`src/sv/ftnap_pkg.sv`:
```
package ftnap_pkg;

	localparam int MAX_LEN = 256;
	localparam int POS_W   = $clog2(MAX_LEN + 1);

	localparam logic [7:0] CH_COLON = 8'h3A;
	localparam logic [7:0] CH_SLASH = 8'h2F;
	localparam logic [7:0] CH_DOT   = 8'h2E;
	localparam logic [7:0] CH_AT    = 8'h40;
	localparam logic [7:0] CH_ZERO  = 8'h30;
	localparam logic [7:0] CH_NINE  = 8'h39;

	typedef struct packed {
		logic        valid_res;
		logic [15:0] zone;
		logic [15:0] net;
		logic [15:0] node;
		logic [15:0] point;
		logic        has_point;
		logic        has_domain;
		logic [7:0]  domain_start;
		logic [7:0]  domain_length;
	} res_t;

	function automatic logic is_ws(input logic [7:0] c);
		return c == 8'h20 || c == 8'h09 || c == 8'h0A || c == 8'h0B ||
			c == 8'h0C || c == 8'h0D;
	endfunction

	function automatic logic is_digit(input logic [7:0] c);
		return c >= CH_ZERO && c <= CH_NINE;
	endfunction

endpackage

```
`src/sv/ftnap_in_if.sv`:
```
interface ftnap_in_if;
	logic       valid;
	logic       ready;
	logic [7:0] text_byte;
	logic       is_last;

	modport source (output valid, output text_byte, output is_last, input ready);
	modport sink (input valid, input text_byte, input is_last, output ready);
endinterface

```
`src/sv/ftnap_out_if.sv`:
```
interface ftnap_out_if;
	logic        valid;
	logic        ready;
	logic        valid_res;
	logic [15:0] zone;
	logic [15:0] net;
	logic [15:0] node;
	logic [15:0] point;
	logic        has_point;
	logic        has_domain;
	logic [7:0]  domain_start;
	logic [7:0]  domain_length;

	modport source (output valid, output valid_res, output zone, output net, output node,
		output point, output has_point, output has_domain, output domain_start,
		output domain_length, input ready);
	modport sink (input valid, input valid_res, input zone, input net, input node,
		input point, input has_point, input has_domain, input domain_start,
		input domain_length, output ready);
endinterface

```
`src/sv/ftnap_core.sv`:
```
module ftnap_core (
	input  logic               clk,
	input  logic               arst_n,
	input  logic               take,
	input  logic [7:0]         c,
	input  logic               last,
	output ftnap_pkg::res_t    res
);

	typedef enum logic [2:0] {
		PH_LEAD,
		PH_ZONE,
		PH_NET,
		PH_NODE,
		PH_POINT,
		PH_DOMAIN,
		PH_TRAIL
	} phase_t;

	phase_t                        phase_q, n_phase;
	logic [31:0]                   acc_q, n_acc;
	logic                          ovf_q, n_ovf;
	logic                          seen_q, n_seen;
	logic                          failed_q, n_failed;
	logic [15:0]                   zone_q, n_zone;
	logic [15:0]                   net_q, n_net;
	logic [15:0]                   node_q, n_node;
	logic [15:0]                   point_q, n_point;
	logic                          pp_q, n_pp;
	logic                          dp_q, n_dp;
	logic [ftnap_pkg::POS_W-1:0]   pos_q, n_pos;
	logic [7:0]                    doff_q, n_doff;
	logic [7:0]                    dend_q, n_dend;

	logic        dig, ws, close_ok;
	logic [35:0] prod;

	logic        f_failed, f_pp;
	logic [15:0] f_node, f_point;

	assign dig      = ftnap_pkg::is_digit(c);
	assign ws       = ftnap_pkg::is_ws(c);
	assign close_ok = seen_q && !ovf_q;
	// acc * 10 as two shifted copies, plus the digit value.
	assign prod = {1'b0, acc_q, 3'b000} + {3'b000, acc_q, 1'b0} + {32'd0, c[3:0]};

	always_comb begin
		n_phase  = phase_q;
		n_acc    = acc_q;
		n_ovf    = ovf_q;
		n_seen   = seen_q;
		n_failed = failed_q;
		n_zone   = zone_q;
		n_net    = net_q;
		n_node   = node_q;
		n_point  = point_q;
		n_pp     = pp_q;
		n_dp     = dp_q;
		n_pos    = pos_q;
		n_doff   = doff_q;
		n_dend   = dend_q;

		if (pos_q >= ftnap_pkg::POS_W'(ftnap_pkg::MAX_LEN)) begin
			n_failed = 1'b1;
		end else begin
			n_pos = pos_q + 1'b1;
		end

		if (!n_failed) begin
			unique case (phase_q)
				PH_LEAD: begin
					if (ws) begin
						n_phase = PH_LEAD;
					end else if (dig) begin
						n_acc   = prod[31:0];
						n_ovf   = ovf_q | (|prod[35:32]);
						n_seen  = 1'b1;
						n_phase = PH_ZONE;
					end else begin
						n_failed = 1'b1;
					end
				end
				PH_ZONE, PH_NET: begin
					if (dig) begin
						n_acc  = prod[31:0];
						n_ovf  = ovf_q | (|prod[35:32]);
						n_seen = 1'b1;
					end else if (close_ok && ((phase_q == PH_ZONE && c == ftnap_pkg::CH_COLON) ||
						(phase_q == PH_NET && c == ftnap_pkg::CH_SLASH))) begin
						if (phase_q == PH_ZONE) begin
							n_zone  = acc_q[15:0];
							n_phase = PH_NET;
						end else begin
							n_net   = acc_q[15:0];
							n_phase = PH_NODE;
						end
						n_acc  = '0;
						n_seen = 1'b0;
						n_ovf  = 1'b0;
					end else begin
						n_failed = 1'b1;
					end
				end
				PH_NODE, PH_POINT: begin
					if (dig) begin
						n_acc  = prod[31:0];
						n_ovf  = ovf_q | (|prod[35:32]);
						n_seen = 1'b1;
					end else if ((c == ftnap_pkg::CH_DOT && phase_q == PH_NODE) ||
						c == ftnap_pkg::CH_AT || ws) begin
						if (!close_ok) begin
							n_failed = 1'b1;
						end else begin
							if (phase_q == PH_NODE) begin
								n_node = acc_q[15:0];
							end else begin
								n_point = acc_q[15:0];
								n_pp    = 1'b1;
							end
							n_acc  = '0;
							n_seen = 1'b0;
							n_ovf  = 1'b0;
							if (c == ftnap_pkg::CH_AT) begin
								n_dp    = 1'b1;
								n_doff  = 8'(n_pos);
								n_dend  = 8'(n_pos);
								n_phase = PH_DOMAIN;
							end else if (ws) begin
								n_phase = PH_TRAIL;
							end else begin
								// The dot ends the node number and opens the point.
								n_phase = PH_POINT;
							end
						end
					end else begin
						n_failed = 1'b1;
					end
				end
				PH_DOMAIN: begin
					if (!ws) begin
						n_dend = 8'(n_pos);
					end
				end
				PH_TRAIL: begin
					if (!ws) begin
						n_failed = 1'b1;
					end
				end
				default: begin
					n_failed = 1'b1;
				end
			endcase
		end
	end

	// Close whatever number is still open when the text ends.
	always_comb begin
		f_failed = n_failed;
		f_node   = n_node;
		f_point  = n_point;
		f_pp     = n_pp;
		if (!n_failed) begin
			if (n_phase == PH_NODE) begin
				if (n_seen && !n_ovf) begin
					f_node = n_acc[15:0];
				end else begin
					f_failed = 1'b1;
				end
			end else if (n_phase == PH_POINT) begin
				if (n_seen && !n_ovf) begin
					f_point = n_acc[15:0];
					f_pp    = 1'b1;
				end else begin
					f_failed = 1'b1;
				end
			end else if (n_phase != PH_DOMAIN && n_phase != PH_TRAIL) begin
				f_failed = 1'b1;
			end
		end
	end

	always_comb begin
		res = '0;
		if (!f_failed) begin
			res.valid_res  = 1'b1;
			res.zone       = n_zone;
			res.net        = n_net;
			res.node       = f_node;
			res.point      = f_pp ? f_point : 16'd0;
			res.has_point  = f_pp;
			res.has_domain = n_dp;
			if (n_dp) begin
				res.domain_start  = n_doff;
				res.domain_length = n_dend - n_doff;
			end
		end
	end

	always_ff @(posedge clk or negedge arst_n) begin
		if (!arst_n) begin
			phase_q  <= PH_LEAD;
			acc_q    <= '0;
			ovf_q    <= 1'b0;
			seen_q   <= 1'b0;
			failed_q <= 1'b0;
			zone_q   <= '0;
			net_q    <= '0;
			node_q   <= '0;
			point_q  <= '0;
			pp_q     <= 1'b0;
			dp_q     <= 1'b0;
			pos_q    <= '0;
			doff_q   <= '0;
			dend_q   <= '0;
		end else if (take) begin
			if (last) begin
				phase_q  <= PH_LEAD;
				acc_q    <= '0;
				ovf_q    <= 1'b0;
				seen_q   <= 1'b0;
				failed_q <= 1'b0;
				zone_q   <= '0;
				net_q    <= '0;
				node_q   <= '0;
				point_q  <= '0;
				pp_q     <= 1'b0;
				dp_q     <= 1'b0;
				pos_q    <= '0;
				doff_q   <= '0;
				dend_q   <= '0;
			end else begin
				phase_q  <= n_phase;
				acc_q    <= n_acc;
				ovf_q    <= n_ovf;
				seen_q   <= n_seen;
				failed_q <= n_failed;
				zone_q   <= n_zone;
				net_q    <= n_net;
				node_q   <= n_node;
				point_q  <= n_point;
				pp_q     <= n_pp;
				dp_q     <= n_dp;
				pos_q    <= n_pos;
				doff_q   <= n_doff;
				dend_q   <= n_dend;
			end
		end
	end

endmodule

```
`src/sv/ftn_address_parser_top.sv`:
```
// Throughput: one text byte per cycle, sustained, while results are taken.
// Flow: a byte is registered in byte_s1 on acceptance and parsed from there; the verdict for
// the last byte is then registered in res_q, and that byte waits while an old verdict is untaken.
// The parse step (character class, multiply-by-ten accumulate, phase update) is combinational.
// Reset (arst_n low, asynchronous) empties both registers and returns the parser to its
// leading-whitespace state with all counts and values cleared.
module ftn_address_parser_top (
	input  logic         clk,
	input  logic         arst_n,
	ftnap_in_if.sink     text,
	ftnap_out_if.source  verdict
);

	logic                v_s1;
	logic [7:0]          byte_s1;
	logic                last_s1;
	logic                ov_q;
	ftnap_pkg::res_t     res_q;
	ftnap_pkg::res_t     res;
	logic                adv;

	// A byte that produces no verdict never waits on the output side.
	assign adv        = v_s1 && (!last_s1 || !ov_q || verdict.ready);
	assign text.ready = !v_s1 || adv;

	ftnap_core u_core (
		.clk    (clk),
		.arst_n (arst_n),
		.take   (adv),
		.c      (byte_s1),
		.last   (last_s1),
		.res    (res)
	);

	always_ff @(posedge clk or negedge arst_n) begin
		if (!arst_n) begin
			v_s1 <= 1'b0;
		end else if (text.valid && text.ready) begin
			v_s1 <= 1'b1;
		end else if (adv) begin
			v_s1 <= 1'b0;
		end
	end

	always_ff @(posedge clk) begin
		if (text.valid && text.ready) begin
			byte_s1 <= text.text_byte;
			last_s1 <= text.is_last;
		end
	end

	always_ff @(posedge clk or negedge arst_n) begin
		if (!arst_n) begin
			ov_q <= 1'b0;
		end else if (adv && last_s1) begin
			ov_q <= 1'b1;
		end else if (verdict.ready) begin
			ov_q <= 1'b0;
		end
	end

	always_ff @(posedge clk) begin
		if (adv && last_s1) begin
			res_q <= res;
		end
	end

	assign verdict.valid         = ov_q;
	assign verdict.valid_res     = res_q.valid_res;
	assign verdict.zone          = res_q.zone;
	assign verdict.net           = res_q.net;
	assign verdict.node          = res_q.node;
	assign verdict.point         = res_q.point;
	assign verdict.has_point     = res_q.has_point;
	assign verdict.has_domain    = res_q.has_domain;
	assign verdict.domain_start  = res_q.domain_start;
	assign verdict.domain_length = res_q.domain_length;

	a_ready_when_empty: assert property (@(posedge clk) disable iff (!arst_n)
		!ov_q |-> text.ready)
		else $error("input stalled while the result register is empty");

	a_verdict_loaded: assert property (@(posedge clk) disable iff (!arst_n)
		(adv && last_s1) |=> ov_q)
		else $error("last byte parsed but no verdict registered");

	a_invalid_zero: assert property (@(posedge clk) disable iff (!arst_n)
		(ov_q && !res_q.valid_res) |-> (res_q.zone == 16'd0 && res_q.net == 16'd0 &&
		res_q.node == 16'd0 && !res_q.has_point && !res_q.has_domain))
		else $error("invalid verdict carries nonzero fields");

	a_no_point: assert property (@(posedge clk) disable iff (!arst_n)
		(ov_q && !res_q.has_point) |-> res_q.point == 16'd0)
		else $error("point value reported without a point");

	a_no_domain: assert property (@(posedge clk) disable iff (!arst_n)
		(ov_q && !res_q.has_domain) |-> (res_q.domain_start == 8'd0 &&
		res_q.domain_length == 8'd0))
		else $error("domain span reported without a domain");

endmodule

```
`src/flat_wrapper.sv`:
```
// flat-port wrapper written by rule: the top's interface ports become plain ports
module ftn_address_parser_top_flat 
  (clk, arst_n, text_valid, text_text_byte, text_is_last, text_ready, verdict_valid, verdict_valid_res, verdict_zone, verdict_net, verdict_node, verdict_point, verdict_has_point, verdict_has_domain, verdict_domain_start, verdict_domain_length, verdict_ready);
  ftnap_in_if text_i ();
  ftnap_out_if verdict_i ();
  input  logic clk;
  input  logic arst_n;
  input wire logic [$bits(text_i.valid)-1:0] text_valid;
  input wire logic [$bits(text_i.text_byte)-1:0] text_text_byte;
  input wire logic [$bits(text_i.is_last)-1:0] text_is_last;
  output wire logic [$bits(text_i.ready)-1:0] text_ready;
  output wire logic [$bits(verdict_i.valid)-1:0] verdict_valid;
  output wire logic [$bits(verdict_i.valid_res)-1:0] verdict_valid_res;
  output wire logic [$bits(verdict_i.zone)-1:0] verdict_zone;
  output wire logic [$bits(verdict_i.net)-1:0] verdict_net;
  output wire logic [$bits(verdict_i.node)-1:0] verdict_node;
  output wire logic [$bits(verdict_i.point)-1:0] verdict_point;
  output wire logic [$bits(verdict_i.has_point)-1:0] verdict_has_point;
  output wire logic [$bits(verdict_i.has_domain)-1:0] verdict_has_domain;
  output wire logic [$bits(verdict_i.domain_start)-1:0] verdict_domain_start;
  output wire logic [$bits(verdict_i.domain_length)-1:0] verdict_domain_length;
  input wire logic [$bits(verdict_i.ready)-1:0] verdict_ready;
  assign text_i.valid = text_valid;
  assign text_i.text_byte = text_text_byte;
  assign text_i.is_last = text_is_last;
  assign text_ready = text_i.ready;
  assign verdict_valid = verdict_i.valid;
  assign verdict_valid_res = verdict_i.valid_res;
  assign verdict_zone = verdict_i.zone;
  assign verdict_net = verdict_i.net;
  assign verdict_node = verdict_i.node;
  assign verdict_point = verdict_i.point;
  assign verdict_has_point = verdict_i.has_point;
  assign verdict_has_domain = verdict_i.has_domain;
  assign verdict_domain_start = verdict_i.domain_start;
  assign verdict_domain_length = verdict_i.domain_length;
  assign verdict_i.ready = verdict_ready;
  ftn_address_parser_top u_core (.clk(clk), .arst_n(arst_n), .text(text_i), .verdict(verdict_i));
endmodule
```
`config.mk`:
```
export PLATFORM = sky130hd
export DESIGN_NAME = ftn_address_parser_top_flat
export DESIGN_NICKNAME = d
export VERILOG_FILES = /design/src/sv/ftnap_pkg.sv /design/src/sv/ftnap_in_if.sv /design/src/sv/ftnap_out_if.sv /design/src/sv/ftnap_core.sv /design/src/sv/ftn_address_parser_top.sv /design/src/flat_wrapper.sv
export SDC_FILE = /design/constraint.sdc
export NUM_CORES = 1
export LEC_CHECK = 0
export CORE_AREA = 3 3 302 155
export DETAILED_ROUTE_END_ITERATION = 16
export DIE_AREA = 0 0 305 158
export DONT_BUFFER_PORTS = 1
export GPL_TIMING_DRIVEN = 0
export SETUP_SLACK_MARGIN = 0.5
export SYNTH_ARGS = -nofsm -noshare
export SYNTH_HDL_FRONTEND = slang
export SYNTH_SLANG_ARGS = --single-unit
```
`constraint.sdc`:
```
create_clock -name clk -period 10.1 [get_ports clk]
set_input_delay 1.515 -clock clk [delete_from_list [all_inputs] [get_ports clk]]
set_output_delay 1.515 -clock clk [all_outputs]
set_load 0.01 [all_outputs]
```
**Word-level counts from Yosys, hierarchy flattened**

Cells that the tools add are included.

- Add/subtract/negate cells: 4
- $mul: 0
- Divide/modulo/power cells: 0
- Magnitude comparators: 3
- Eq/ne operators: 27
- Shift-type cells: 0
- Mux-type cells: 135
- Bitwise operators: 3
- Reductions and logical operators: 38

Operators by type and width:

| cell | count |
|---|---|
| $mux 16 | 35 |
| $mux 32 | 9 |
| $mux 8 | 14 |
| $pmux 32 s3 | 1 |
| $mux 83 | 1 |
| $mux 1 | 57 |
| $eq 8x4->1 const B | 5 |
| $add 35x33->36 | 1 |
| $add 36x4->36 | 1 |
| $eq 8x6->1 const B | 4 |
| $mux 3 | 9 |
| $mux 9 | 2 |
| $pmux 8 s2 | 1 |
| $eq 3x3->1 const B | 4 |
| $ne 4x3->1 const B | 3 |
| $logic_and 1x1->1 | 11 |
| $logic_or 1x1->1 | 11 |
| $add 9x1->9 const B | 1 |
| $eq 3x2->1 const B | 3 |
| $ge 9x9->1 const B | 1 |
| $pmux 3 s3 | 1 |
| $eq 8x7->1 const B | 1 |
| $ge 8x6->1 const B | 1 |
| $le 8x6->1 const B | 1 |
| other kinds (18) | 32 |

- Register bits: 223
- Latch bits: 0
- Bits in writable memories: 0
- ROM bits: 0
- Output and inout bits: 85
- Memories kept: 0

**Depth between registers and ports, before layout**

Gate-level depths: netlist (run 1).

- Depth after elaboration: 20
- Depth in mapped cells: 19
- Depth with buffers taken out: 17

**Cells and area by module**

A second synthesis (run 1) with hierarchy kept.

- Cell total of the unflattened synthesis: 1,252
- Area, all modules: 13,012.5 um^2

By module, submodules not included:

| module | instances | cells an instance | area each (um^2) | seq. area each (um^2) |
|---|---|---|---|---|
| ftnap_core | 1 | 1,150 | 10,142.2 | 3,228.1 |
| ftn_address_parser_top | 1 | 102 | 2,870.3 | 2,812.7 |

**Worst setup path after synthesis (run 1)**

Ideal clock, no wire load.

- Path kind: in2reg
- From: input verdict_ready
- To: register u_core.res_q (netlist bit u_core.verdict.domain_length[0]) (enable)
- Setup time: 0.438 ns
- Arrival time: 3.718 ns
- Setup slack: 5.944 ns
- Cell stages on the path: 5
- Path through: nand3b_1 > and2_1 > clkbuf_1 > nand2_1 > inv_1

- Word-level cells in the longest chain between the ends: 3

Ends and longest elaborated chain:

| element | RTL line | source |
|---|---|---|
| start, declared | flat_wrapper.sv:22 | `input wire logic [$bits(verdict_i.ready)-1:0] verdict_ready;` |
| $logic_or 1x1->1 | ftn_address_parser_top.sv:23 | `assign adv = v_s1 && (!last_s1 \|\| !ov_q \|\| verdict.ready);` |
| $logic_and 1x1->1 | ftn_address_parser_top.sv:23 |  |
| $logic_and 1x1->1 | ftn_address_parser_top.sv:63 | `if (adv && last_s1) begin` |
| end signal, assigned | ftn_address_parser_top.sv:64 | `res_q <= res;` |
| end, declared | ftn_address_parser_top.sv:18 | `ftnap_pkg::res_t res_q;` |

Every way passes these cells.
A chain may end at the register's enable or synchronous reset.

**Worst setup path in the final report (run 1)**

- From: register u_core.u_core.phase_q[2]
- To: register u_core.res_q (netlist bit u_core.verdict.domain_length[7]), data pin

- Word-level cells in the longest chain between the ends: 15

Ends and longest elaborated chain:

| element | RTL line | source |
|---|---|---|
| start, declared | ftnap_core.sv:20 | `phase_t phase_q, n_phase;` |
| start signal, assigned | ftnap_core.sv:232 | `phase_q <= n_phase;` |
| $eq 3x2->1 (tied with other cells) | ftnap_core.sv:70, ftnap_core.sv:109 |  |
| $logic_and 1x1->1, on equally long branches | ftnap_core.sv:109, ftnap_core.sv:88, ftnap_core.sv:89 |  |
| $logic_or 1x1->1, on equally long branches | ftnap_core.sv:109, ftnap_core.sv:88 |  |
| $logic_or 1x1->1 / $logic_and 1x1->1 (equally long branches) | ftnap_core.sv:110, ftnap_core.sv:88 |  |
| $mux 3 (tied with other cells) | ftnap_core.sv:109 | `end else if ((c == ftnap_pkg::CH_DOT && phase_q == PH_NODE) \|\|` |
| $mux 3 (tied with other cells) | ftnap_core.sv:105 | `if (dig) begin` |
| $pmux 3 s3 / $pmux 1 s3 (equally long branches) | ftnap_core.sv:70 | `unique case (phase_q)` |
| $mux 3 / $mux 1 (equally long branches) | ftnap_core.sv:69 | `if (!n_failed) begin` |
| $ne 3x3->1 / $logic_not 1->1 (equally long branches) | ftnap_core.sv:176, ftnap_core.sv:164, ftnap_core.sv:170 |  |
| $logic_and 1x1->1, on equally long branches | ftnap_core.sv:176, ftnap_core.sv:164, ftnap_core.sv:170 |  |
| $mux 1, on equally long branches | ftnap_core.sv:176, ftnap_core.sv:164, ftnap_core.sv:170 |  |
| $mux 1 | ftnap_core.sv:169 | `end else if (n_phase == PH_POINT) begin` |
| $mux 1 | ftnap_core.sv:163 | `if (n_phase == PH_NODE) begin` |
| $mux 1 | ftnap_core.sv:162 | `if (!n_failed) begin` |
| $reduce_or 2->1 (no source line) | -- |  |

Several ways; a longest one is shown, not always the timed one.

==> metrics, run 1 <==
status=complete, no violations; DRC=0; Pre-Repair DR Iteration Count=5; internal power=1.62 mW; vias in the first global route=10400; core area=43800 µm²; Worst Reg-to-Reg Cells=18; GPL Wtd Cong=0.911; unrepaired setup endpoints after global routing=false; vias=10900; Die Span X=305 µm; sequential area share after synthesis=0.456; largest net degree at the start of global routing=132; htree depth=1; Die Area=48200 µm²; Setup violations, final=0; CTS Sinks=approximately 220; Least-Margin Pin Slew=0.914 ns; f_max=between 200 and 250 MHz; fraction of power spent switching nets=0.255; pwr dens=146 nW/µm²; Ys Warns=0; gr usage total=0.158; placed cells=1991; IO Port Bufs=0; r2r setup slk=5.12 ns; Crit. End Element=flip-flop; Area Overhead vs Synth=12.4%; Multi-input gate area=about 6600 µm²; RR Endpoint=u_core.verdict.domain_length[7]; number of synthesized flops with an enable pin=92; share of cells above drive strength 1=0.0683; CTS tree=yes; I/O Pins=98; Psw=555 µW; asr flop ratio synth=0.587; CTS Buffer Depth=3; min Tclk post-route=4.98 ns; Syn Std Cell Area=13200 µm²; syn avg cell area=9.45 µm²; clk root buf=clkbuf_16; Critical path origin=u_core.u_core.phase_q[2]; Antenna diodes=0; non-filler cells, final=2037; number of fill cells=around 4400; DRT antenna net count=0; post-CTS setup buffers=0; Slew HR=0.386; Max stage delay on crit path=0.50 ns; Hold Path Class=flip-flop to flip-flop; syn_nets=1490; Comb pwr share=0.075; crit path cell chain=clkbuf_1 > buf_1 > nand2_1 > or2_2 > a21boi_0 > buf_1 > mux2i_1 > inv_1 > ha_1 > nor2b_1 > o21ai_0 > a21boi_0 > o21ai_0 > a21boi_0 > o21ai_0 > a21oi_1 > mux2i_1 > a21oi_1; final hold violation count=0; number of hold buffers added after cts=0; Tcrit/Tclk final=0.493; Starting DRT DRC Count=1045; Synth Register Bits=223; global-route wire length before repair=between 60 and 70 mm; total negative slack=0 ns; Vias/cell=5.33; fin nets=1518; Reg area=just over 6000 µm²; post_cts resized=0; sequential share of power=0.475; worst reg2reg startpoint=u_core.u_core.phase_q[2]; routed len/inst=around 19 µm; Reg clk slew, reported paths=roughly 0.060 ns; Mapped Cells=1402; post-DP HPWL=28.8 mm; cts bufs inserted=25; Critical-path top delay cell=buf_1; Initial Util=0.302; Synth cell types=81; clock power share=0.450; Worst setup SP type=flip-flop; antenna violations before repair=0; worst skew pair latency=0.56 ns; GRT Residual Overflow=0; Max Clock Skew=0.0132 ns; top_reg_cell synth=dfrtp_1; die height=158 µm; Max Cap Viol=0; Critical Path Fanout Max=10; crit path DAT=about 5.3 ns; critical path endpoint=u_core.verdict.domain_length[7]; Max Slew Vio Count=0; Max VDD drop=110 µV; # rows=54; Routed WL=38.5 mm; Worst Path Required=10.41 ns; critical path class=flip-flop to flip-flop; Leak Pwr=6.04 nW
==> metal layers <==
| layer | up-vias | global-route usage | wire, µm | part of all wire |
|---|---|---|---|---|
| met5 | - | 0 | 0 | 0 |
| li1 | 5218 | - | - | - |
| met3 | 57 | 0.0221 | 2000 | 0.052 |
| met4 | 0 | 0.0378 | 809 | 0.021 |
| met2 | 285 | 0.267 | 18100 | 0.47 |
| met1 | 5307 | 0.216 | 17700 | 0.46 |
==> registers in the layout, indices dropped and copies added, names as in the netlist, 9 cells and up <==
| name | cells |
|---|---|
| u_core.u_core.zone_q | 16 |
| u_core.verdict.net | 16 |
| u_core.u_core.point_q | 16 |
| u_core.u_core.net_q | 16 |
| u_core.u_core.acc_q | 32 |
| u_core.verdict.zone | 16 |
| u_core.u_core.node_q | 16 |
| u_core.u_core.pos_q | 9 |
| u_core.verdict.node | 16 |
| u_core.verdict.point | 16 |
==> synthesized netlist by cell type (9+ instances only) <==
| master | n | area [µm²] |
|---|---|---|
| mux2i_1 | 11 | 110 |
| mux2_2 | 21 | 236 |
| o21ai_0 | 129 | 646 |
| nor2b_1 | 12 | 75.1 |
| a21oi_1 | 108 | 541 |
| a22oi_1 | 42 | 315 |
| buf_2 | 13 | 65.1 |
| nand2_1 | 239 | 897 |
| xnor2_1 | 22 | 193 |
| edfxtp_1 | 92 | 2760 |
| nor2_1 | 42 | 158 |
| nand4_1 | 14 | 87.6 |
| a22o_1 | 25 | 219 |
| inv_1 | 32 | 120 |
| dfrtp_1 | 131 | 3280 |
| ha_1 | 72 | 901 |
| a211oi_1 | 41 | 308 |
| clkbuf_1 | 84 | 315 |
| a21o_1 | 14 | 105 |
| o21a_1 | 9 | 67.6 |
| xor2_1 | 13 | 114 |
| nand3_1 | 36 | 180 |
| a21boi_0 | 41 | 308 |
| nor3_1 | 23 | 115 |
==> power by group through the flow <==
stage / Clock [mW] / Sequential (mW) / Combinational [mW]
detailed placement: 0 / 1.05 / 0.161
finish: 0.980 / 1.04 / 0.163
CTS: 0.996 / 1.03 / 0.162
floorplan: 0 / 1.04 / 0.120
global placement: 0 / 1.05 / 0.156
global route: 1.03 / 1.04 / 0.188
==> final cells by class <==
class | count | area share
Clock inverter | 17 | 0.0156
Inverter | 33 | 0.00849
Buffer | 107 | 0.0298
Multi-Input combinational cell | 1039 | 0.446
Tap cell | 588 | 0.0494
Clock buffer | 29 | 0.0430
Timing Repair Buffer | 1 | 0.00185
Sequential cell | 223 | 0.406
==> critical path, delay by kind of cell (launching register included) <==
family                     cells  cell delay, ns
muxes                          2            0.52
DFF                            1            0.32
buffers and inverters          4            1.39
adders and majority gates      1            0.26
AOI/OAI and AO/OA              8            1.57
and+or+nand+nor                3            0.65
==> logic make-up (layout without fill, tap and decap cells) <==
| group | count (synthesis) | in the layout | share of synthesized area |
|---|---|---|---|
| compound gates | 475 | 475 | 0.234 |
| simple gates | 422 | 422 | 0.145 |
| flops | 223 | 223 | 0.456 |
| buf+inv | 140 | 187 | 0.0429 |
| fa+ha+maj | 75 | 75 | 0.0725 |
| xor+xnor | 35 | 35 | 0.0231 |
| mux | 32 | 32 | 0.0262 |
==> cell usage in the layout (no fill, tap or decap), drive strengths merged, types with 9 or more instances in the layout <==
cell type and instances:
a211oi 42, a21boi 41, a21o 14, a21oi 110, a22o 25, a22oi 42, buf 24, clkbuf 113
dfrtp 131, edfxtp 92, ha 72, inv 37, mux2 21, mux2i 11, nand2 239, nand3 36
nand4 14, nor2 43, nor2b 12, nor3 23, o21a 9, o21ai 131, xnor2 22, xor2 13
==> stage by stage <==
stage               setup WS, ns  total power, mW  area (µm²)  utilization  hold WS [ns]
finish                      5.12             2.18       14900        0.339         0.479
global route                4.68             2.26       14900        0.339         0.505
global placement            4.85             1.21       14000        0.319         0.462
CTS                         5.18             2.19       14900        0.339         0.484
floorplan                   5.94             1.16       13200            -         0.449
detailed placement          5.21             1.21       14000        0.320         0.470
==> worst min-delay path by stage <==
stage               slack, ns                       end                     start  depth (start not counted)
finish                   0.48   u_core.u_core.dend_q[0]   u_core.u_core.dend_q[0]                          2
global route             0.51  u_core.u_core.zone_q[12]  u_core.u_core.zone_q[12]                          2
CTS                      0.48   u_core.u_core.doff_q[6]   u_core.u_core.doff_q[6]                          2
detailed placement       0.47   u_core.u_core.doff_q[6]   u_core.u_core.doff_q[6]                          2
global placement         0.46   u_core.u_core.doff_q[0]   u_core.u_core.doff_q[0]                          2
floorplan                0.45   u_core.u_core.dend_q[0]   u_core.u_core.dend_q[0]                          2
Note: power is estimated with default switching activity, not from simulation.
==> run 2: changes to the inputs <==
Clock period 10.1 ns to 4.4 ns, I/O delays scaled along.
==> metrics, run 2 (synthesis results as in run 1) <==
Power Total=5.11 mW (was 2.18 mW); worst reg2reg startpoint=u_core.u_core.acc_q[7] (was u_core.u_core.phase_q[2]); Antenna diodes=0 (unchanged); global-route wire length before repair=63.6 mm (was 61.3 mm); Max Clock Skew=0.0134 ns (was 0.0132 ns); Tcrit/Tclk final=0.910 (was 0.493); Hold Path Class=input pin to async pin (was flip-flop to flip-flop); Worst Reg-to-Reg Cells=14 (was 18); worst skew pair latency=0.56 ns (about the same); DRC=0 (unchanged); Bufs and invs on worst path=3 (was 4); CTS Sinks=223 (unchanged); total negative slack=0 ns (unchanged); internal power=3.81 mW (was 1.62 mW); Least-Margin Pin Slew=1.01 ns (was 0.914 ns); pwr dens=310 nW/µm² (was 146 nW/µm²); I/O Pins=98 (unchanged); Psw=1.31 mW (was 555 µW); final hold violation count=0 (unchanged); clk root buf=clkbuf_16 (unchanged); r2r setup slk=0.40 ns (was 5.12 ns); share of cells above drive strength 1=0.185 (was 0.0683); Critical-path top delay cell=a2111oi_2 (was buf_1); Pre-Repair DR Iteration Count=6 (was 5); Die Area=48200 µm² (unchanged); most frequent cells in the layout=nand2_1 (237), dfrtp_1 (129), o21ai_0 (123) (was nand2_1 (239), dfrtp_1 (131), o21ai_0 (129)); CP delay by family, top=compound AO/OA/AOI/OAI gates (unchanged); fraction of power spent switching nets=0.255 (about the same); htree depth=1 (unchanged); critical path class=flip-flop to flip-flop (unchanged); Critical Path Fanout Max=9 (was 10); f_max=250 MHz (was 201 MHz); clock power share=0.443 (was 0.450); antenna violations before repair=0 (unchanged); Worst setup SP type=flip-flop (unchanged); RR Endpoint=u_core.verdict.domain_start[0] (was u_core.verdict.domain_length[7]); sequential share of power=0.465 (was 0.475); most common cell after layout, fill and taps aside=nand2_1 (unchanged); Max Slew Vio Count=0 (unchanged); vias in the first global route=10900 (was 10400); Routed WL=41.2 mm (was 38.5 mm); unrepaired setup endpoints after global routing=true (was false); Max VDD drop=249 µV (was 110 µV); IO Port Bufs=0 (unchanged); Slew HR=0.324 (was 0.386); Placement Cell Area=14000 µm² (about the same); Crit. End Element=flip-flop (unchanged); cell area after layout=16500 µm² (was 14900 µm²); fin nets=1555 (was 1518); min Tclk post-route=4.00 ns (was 4.98 ns); crit path cell chain=ha_1 > ha_1 > a21oi_2 > o21ai_0 > a2111oi_2 > nand3_2 > a221o_1 > xor2_4 > nor4b_4 > buf_6 > o311ai_4 > buf_12 > clkbuf_16 > nor3_1 (was clkbuf_1 > buf_1 > nand2_1 > or2_2 > a21boi_0 > buf_1 > mux2i_1 > inv_1 > ha_1 > nor2b_1 > o21ai_0 > a21boi_0 > o21ai_0 > a21boi_0 > o21ai_0 > a21oi_1 > mux2i_1 > a21oi_1); Area Overhead vs Synth=24.6% (was 12.4%); GRT Residual Overflow=0 (unchanged); DRT antenna net count=0 (unchanged); post-layout util=0.376 (was 0.339); Reg clk slew, reported paths=0.07 ns (was 0.06 ns); Largest register FFs=32 (unchanged); CTS Buffer Depth=3 (unchanged); Initial Util=0.302 (unchanged); die height=158 µm (unchanged); Worst Path Required=4.68 ns (was 10.41 ns); Vias/cell=5.40 (was 5.33); CTS tree=yes (unchanged); Die Span X=305 µm (unchanged); Reg with most FFs=u_core.u_core.acc_q (unchanged); cts bufs inserted=24 (was 25); Comb pwr share=0.092 (was 0.075); Critical path origin=u_core.u_core.acc_q[7] (was u_core.u_core.phase_q[2]); final hold slack=0.0658 ns (was 0.479 ns); Max stage delay on crit path=0.45 ns (was 0.50 ns); Max Cap Viol=0 (unchanged); gr usage total=0.164 (was 0.158); crit path DAT=4.28 ns (was 5.28 ns); status=complete, no violations (unchanged); GPL Wtd Cong=0.914 (was 0.911); # rows=54 (unchanged); Leak Pwr=6.58 nW (was 6.04 nW); Starting DRT DRC Count=1058 (was 1045); stages on the worst setup path=14 (was 18); critical path endpoint=u_core.verdict.domain_start[0] (was u_core.verdict.domain_length[7]); core area=43800 µm² (unchanged); vias=11200 (was 10900); post-DP HPWL=28.8 mm (about the same); Setup violations, final=0 (unchanged); largest net degree at the start of global routing=132 (unchanged); routed len/inst=19.9 µm (was 18.9 µm); Critical Path Most Common Cell=ha_1
run 2: changes by cell type in the layout (fill, tap and decap cells not counted), sizes merged:
| cell | previous run | this run |
|---|---|---|
| bufinv | 4 | 6 |
| clkinvlp | 1 | 2 |
| o311ai | 2 | 3 |
| inv | 37 | 34 |
| clkbuf | 113 | 115 |
| buf | 24 | 57 |
run 2: area by class of cell:
cell class,instances,area [µm²]
flip-flops and latches,223,6040
clock inverters,17,267
plain buffers,107,617
well taps,588,736
multi-input cells,1040,7620
inverters,33,131
clock buffers,27,612
fillers,4289,27300
repair buffers,38,474
run 2: through the flow:
stage | worst slack, ns | instances
final | 0.395 | 2073
after global routing | 0.273 | 2073
after CTS | 0.410 | 2056
after detailed placement | -0.453 | 1991
after global placement | -0.388 | 1990
after floorplan | 0.522 | 1402
run 2: worst min path at each step:
stage                                    endpoint   start  cells after the start  slack (ns)
after floorplan            u_core.u_core.acc_q[0]  arst_n                      0        0.36
after global placement    u_core.u_core.doff_q[4]  arst_n                      0        0.37
after detailed placement  u_core.u_core.dend_q[4]  arst_n                      0        0.37
after CTS                 u_core.u_core.zone_q[3]  arst_n                      1        0.12
after global routing       u_core.u_core.pos_q[7]  arst_n                      1        0.12
final                     u_core.u_core.dend_q[2]  arst_n                      1        0.07
run 2: repair_timing:
action,CTS,global route
hold buffers,1,0
cloned,2,6
setup buffers,18,11
setup endpoints to repair,84,101
gates resized for setup,141,130
pin swaps,20,28
endpoints found under the hold margin,131,0
run 2: per-layer routing:
metal | routed length (µm) | part of all wire | GRT usage
met1 | 18300 | 0.44 | 0.223
met2 | 19600 | 0.48 | 0.280
met3 | 2110 | 0.051 | 0.0227
met4 | 1220 | 0.030 | 0.0389
met5 | 0 | 0 | 0
run 2: power by group through the flow:
stage | Clock, mW | Combinational, mW | Sequential, mW
floorplan | 0 | 0.275 | 2.40
global placement | 0 | 0.358 | 2.42
detailed placement | 0 | 0.370 | 2.42
CTS | 2.31 | 0.431 | 2.37
global route | 2.39 | 0.527 | 2.39
finish | 2.27 | 0.470 | 2.38
==> run 3: changes to the inputs <==
Settings changed: CAP_MARGIN set to 20, CELL_PAD_IN_SITES_DETAIL_PLACEMENT set to 2, CELL_PAD_IN_SITES_GLOBAL_PLACEMENT set to 2, PLACE_DENSITY_LB_ADDON set to 0.1.
==> metrics, run 3 (synthesis results as in run 1) <==
vias=11500 (was 11200); internal power=3.63 mW (was 3.81 mW); Worst Path Required=4.72 ns (was 4.68 ns); f_max=244 MHz (was 250 MHz); Critical Path Most Common Cell=o21ai_2 (was ha_1); IO Port Bufs=0 (unchanged); Max Slew Vio Count=0 (unchanged); GPL Wtd Cong=0.820 (was 0.914); worst skew pair latency=0.57 ns (was 0.56 ns); Setup WS pre-CTS=-0.883 ns (was -0.453 ns); Die Span X=305 µm (unchanged); CTS Buffer Depth=3 (unchanged); crit path DAT=4.41 ns (was 4.28 ns); antenna violations before repair=0 (unchanged); post-layout util=0.383 (was 0.376); DRC=0 (unchanged); Setup violations, final=0 (unchanged); vias in the first global route=12400 (was 10900); Critical Path Fanout Max=5 (was 9); most common cell after layout, fill and taps aside=nand2_1 (unchanged); CTS Sinks=223 (unchanged); Bufs and invs on worst path=2 (was 3); die height=158 µm (unchanged); Slew HR=0.337 (was 0.324); Least-Margin Pin Slew=0.992 ns (was 1.01 ns); PnR worst setup slack=0.308 ns (was 0.395 ns); Reg clk slew, reported paths=0.07 ns (about the same); largest net degree at the start of global routing=132 (unchanged); cell area after layout=16800 µm² (was 16500 µm²); gr usage total=0.212 (was 0.164); highest routed layer=met4 (unchanged); Antenna diodes=0 (unchanged); # rows=54 (unchanged); Multi-input gate area=7770 µm² (was 7620 µm²); routed len/inst=25.6 µm (was 19.9 µm); Max Clock Skew=0.0214 ns (was 0.0134 ns); Vias/cell=5.50 (was 5.40); final hold slack=0.101 ns (was 0.0658 ns); Reg with most FFs=u_core.u_core.acc_q (unchanged); post-DP HPWL=37.6 mm (was 28.8 mm); Leak Pwr=6.70 nW (was 6.58 nW); global-route wire length before repair=79.3 mm (was 63.6 mm); placed cells=1991 (unchanged); share of cells above drive strength 1=0.211 (was 0.185); Initial Util=0.302 (unchanged); Routed met1 length=25.6 mm (was 18.3 mm); Die Area=48200 µm² (unchanged); Routed WL=53.3 mm (was 41.2 mm); fraction of power spent switching nets=0.282 (was 0.255); CTS tree=yes (unchanged); met3 routed WL=1.86 mm (was 2.11 mm); fin nets=1565 (was 1555); CP delay by family, top=simple AND/OR/NAND/NOR gates (was compound AO/OA/AOI/OAI gates); DRT antenna net count=0 (unchanged); crit path cell chain=or3_4 > or4b_4 > o311a_1 > o21ai_2 > a21boi_1 > buf_4 > mux2i_4 > inv_1 > ha_1 > nor2b_1 > o21ai_2 > a21boi_2 > o21ai_2 > a21boi_2 > o21ai_2 > and3_1 > mux2i_1 > a21oi_1 (was ha_1 > ha_1 > a21oi_2 > o21ai_0 > a2111oi_2 > nand3_2 > a221o_1 > xor2_4 > nor4b_4 > buf_6 > o311ai_4 > buf_12 > clkbuf_16 > nor3_1); final hold violation count=0 (unchanged); status=complete, no violations (unchanged); most frequent cells in the layout=nand2_1 (237), dfrtp_1 (127), o21ai_0 (121) (was nand2_1 (237), dfrtp_1 (129), o21ai_0 (123)); Placement Cell Area=14000 µm² (unchanged); Max VDD drop=181 µV (was 249 µV); Area Overhead vs Synth=27.0% (was 24.6%); Max Cap Viol=0 (unchanged); htree depth=1 (unchanged); Power Total=5.06 mW (was 5.11 mW); Psw=1.42 mW (was 1.31 mW); Crit. End Element=flip-flop (unchanged); clk root buf=clkbuf_16 (unchanged); number of fill cells=4623 (was 4289); critical path class=flip-flop to flip-flop (unchanged); sequential share of power=0.471 (was 0.465); Tcrit/Tclk final=0.930 (was 0.910); Comb pwr share=0.100 (was 0.092); core area=43800 µm² (unchanged); I/O Pins=98 (unchanged); GRT Residual Overflow=0 (unchanged); Hold Path Class=input pin to async pin (unchanged); non-filler cells, final=2083 (was 2073); Max stage delay on crit path=0.53 ns (was 0.45 ns); pwr dens=301 nW/µm² (was 310 nW/µm²); Starting DRT DRC Count=680 (was 1058); Largest register FFs=32 (unchanged); met2 WL=24.9 mm (was 19.6 mm); cts bufs inserted=24 (unchanged); unrepaired setup endpoints after global routing=true (unchanged); Critical-path top delay cell=or4b_4 (was a2111oi_2); min Tclk post-route=4.09 ns (was 4.00 ns); Reg area=6050 µm² (was 6040 µm²); Pre-Repair DR Iteration Count=4 (was 6); total negative slack=0 ns (unchanged); Worst setup SP type=flip-flop (unchanged); clock power share=0.428 (was 0.443)
run 3: changes by cell type in the layout (fill, tap and decap cells not counted), sizes merged:
cell      previous run  this run
o311ai               3         2
clkbuf             115       116
clkinvlp             2         1
inv                 34        35
clkinv               8        12
bufinv               6         3
buf                 57        66
run 3: worst paths after layout:
check | start | endpoint | slack, ns | cells after the start
max in group asynchronous | arst_n | u_core.u_core.pos_q[8] | 3.73 | 1
min | arst_n | u_core.u_core.ovf_q | 0.10 | 1
min reg2reg | u_core.u_core.net_q[14] | u_core.u_core.net_q[14] | 0.49 | 2
max | u_core.byte_s1[7] | u_core.verdict.domain_length[7] | 0.31 | 18
min in group clk | verdict_ready | u_core.verdict.valid | 0.18 | 1
max reg2reg | u_core.byte_s1[7] | u_core.verdict.domain_length[7] | 0.31 | 18
run 3: per-layer routing:
layer,vias up,global-route usage
met1,5954,0.297
met3,50,0.0299
met5,-,0
met2,156,0.356
li1,5290,-
met4,0,0.0368
run 3: cell type report:
type / instances / share of cell area
multi-input cells: 1039 / 0.462
flip-flops and latches: 223 / 0.360
well taps: 588 / 0.0438
plain buffers: 107 / 0.0401
repair buffers: 49 / 0.0385
clock buffers: 26 / 0.0362
clock inverters: 18 / 0.0117
inverters: 33 / 0.00811
run 3: repair_timing:
| item | in CTS | in global routing |
|---|---|---|
| gates resized for setup | 197 | 131 |
| gates cloned | 1 | 8 |
| setup buffers | 24 | 14 |
| endpoints found under the hold margin | 131 | 0 |
| hold buffers | 1 | 0 |
| setup endpoints to repair | 123 | 120 |
| pin swaps | 22 | 29 |
run 3: power groups by stage:
stage	Sequential, mW	Clock [mW]	Combinational (mW)
6_report	2.38	2.17	0.508
5_1_grt	2.40	2.31	0.566
4_1_cts	2.38	2.21	0.471
3_5_place_dp	2.42	0	0.410
3_3_place_gp	2.42	0	0.373
2_1_floorplan	2.40	0	0.275
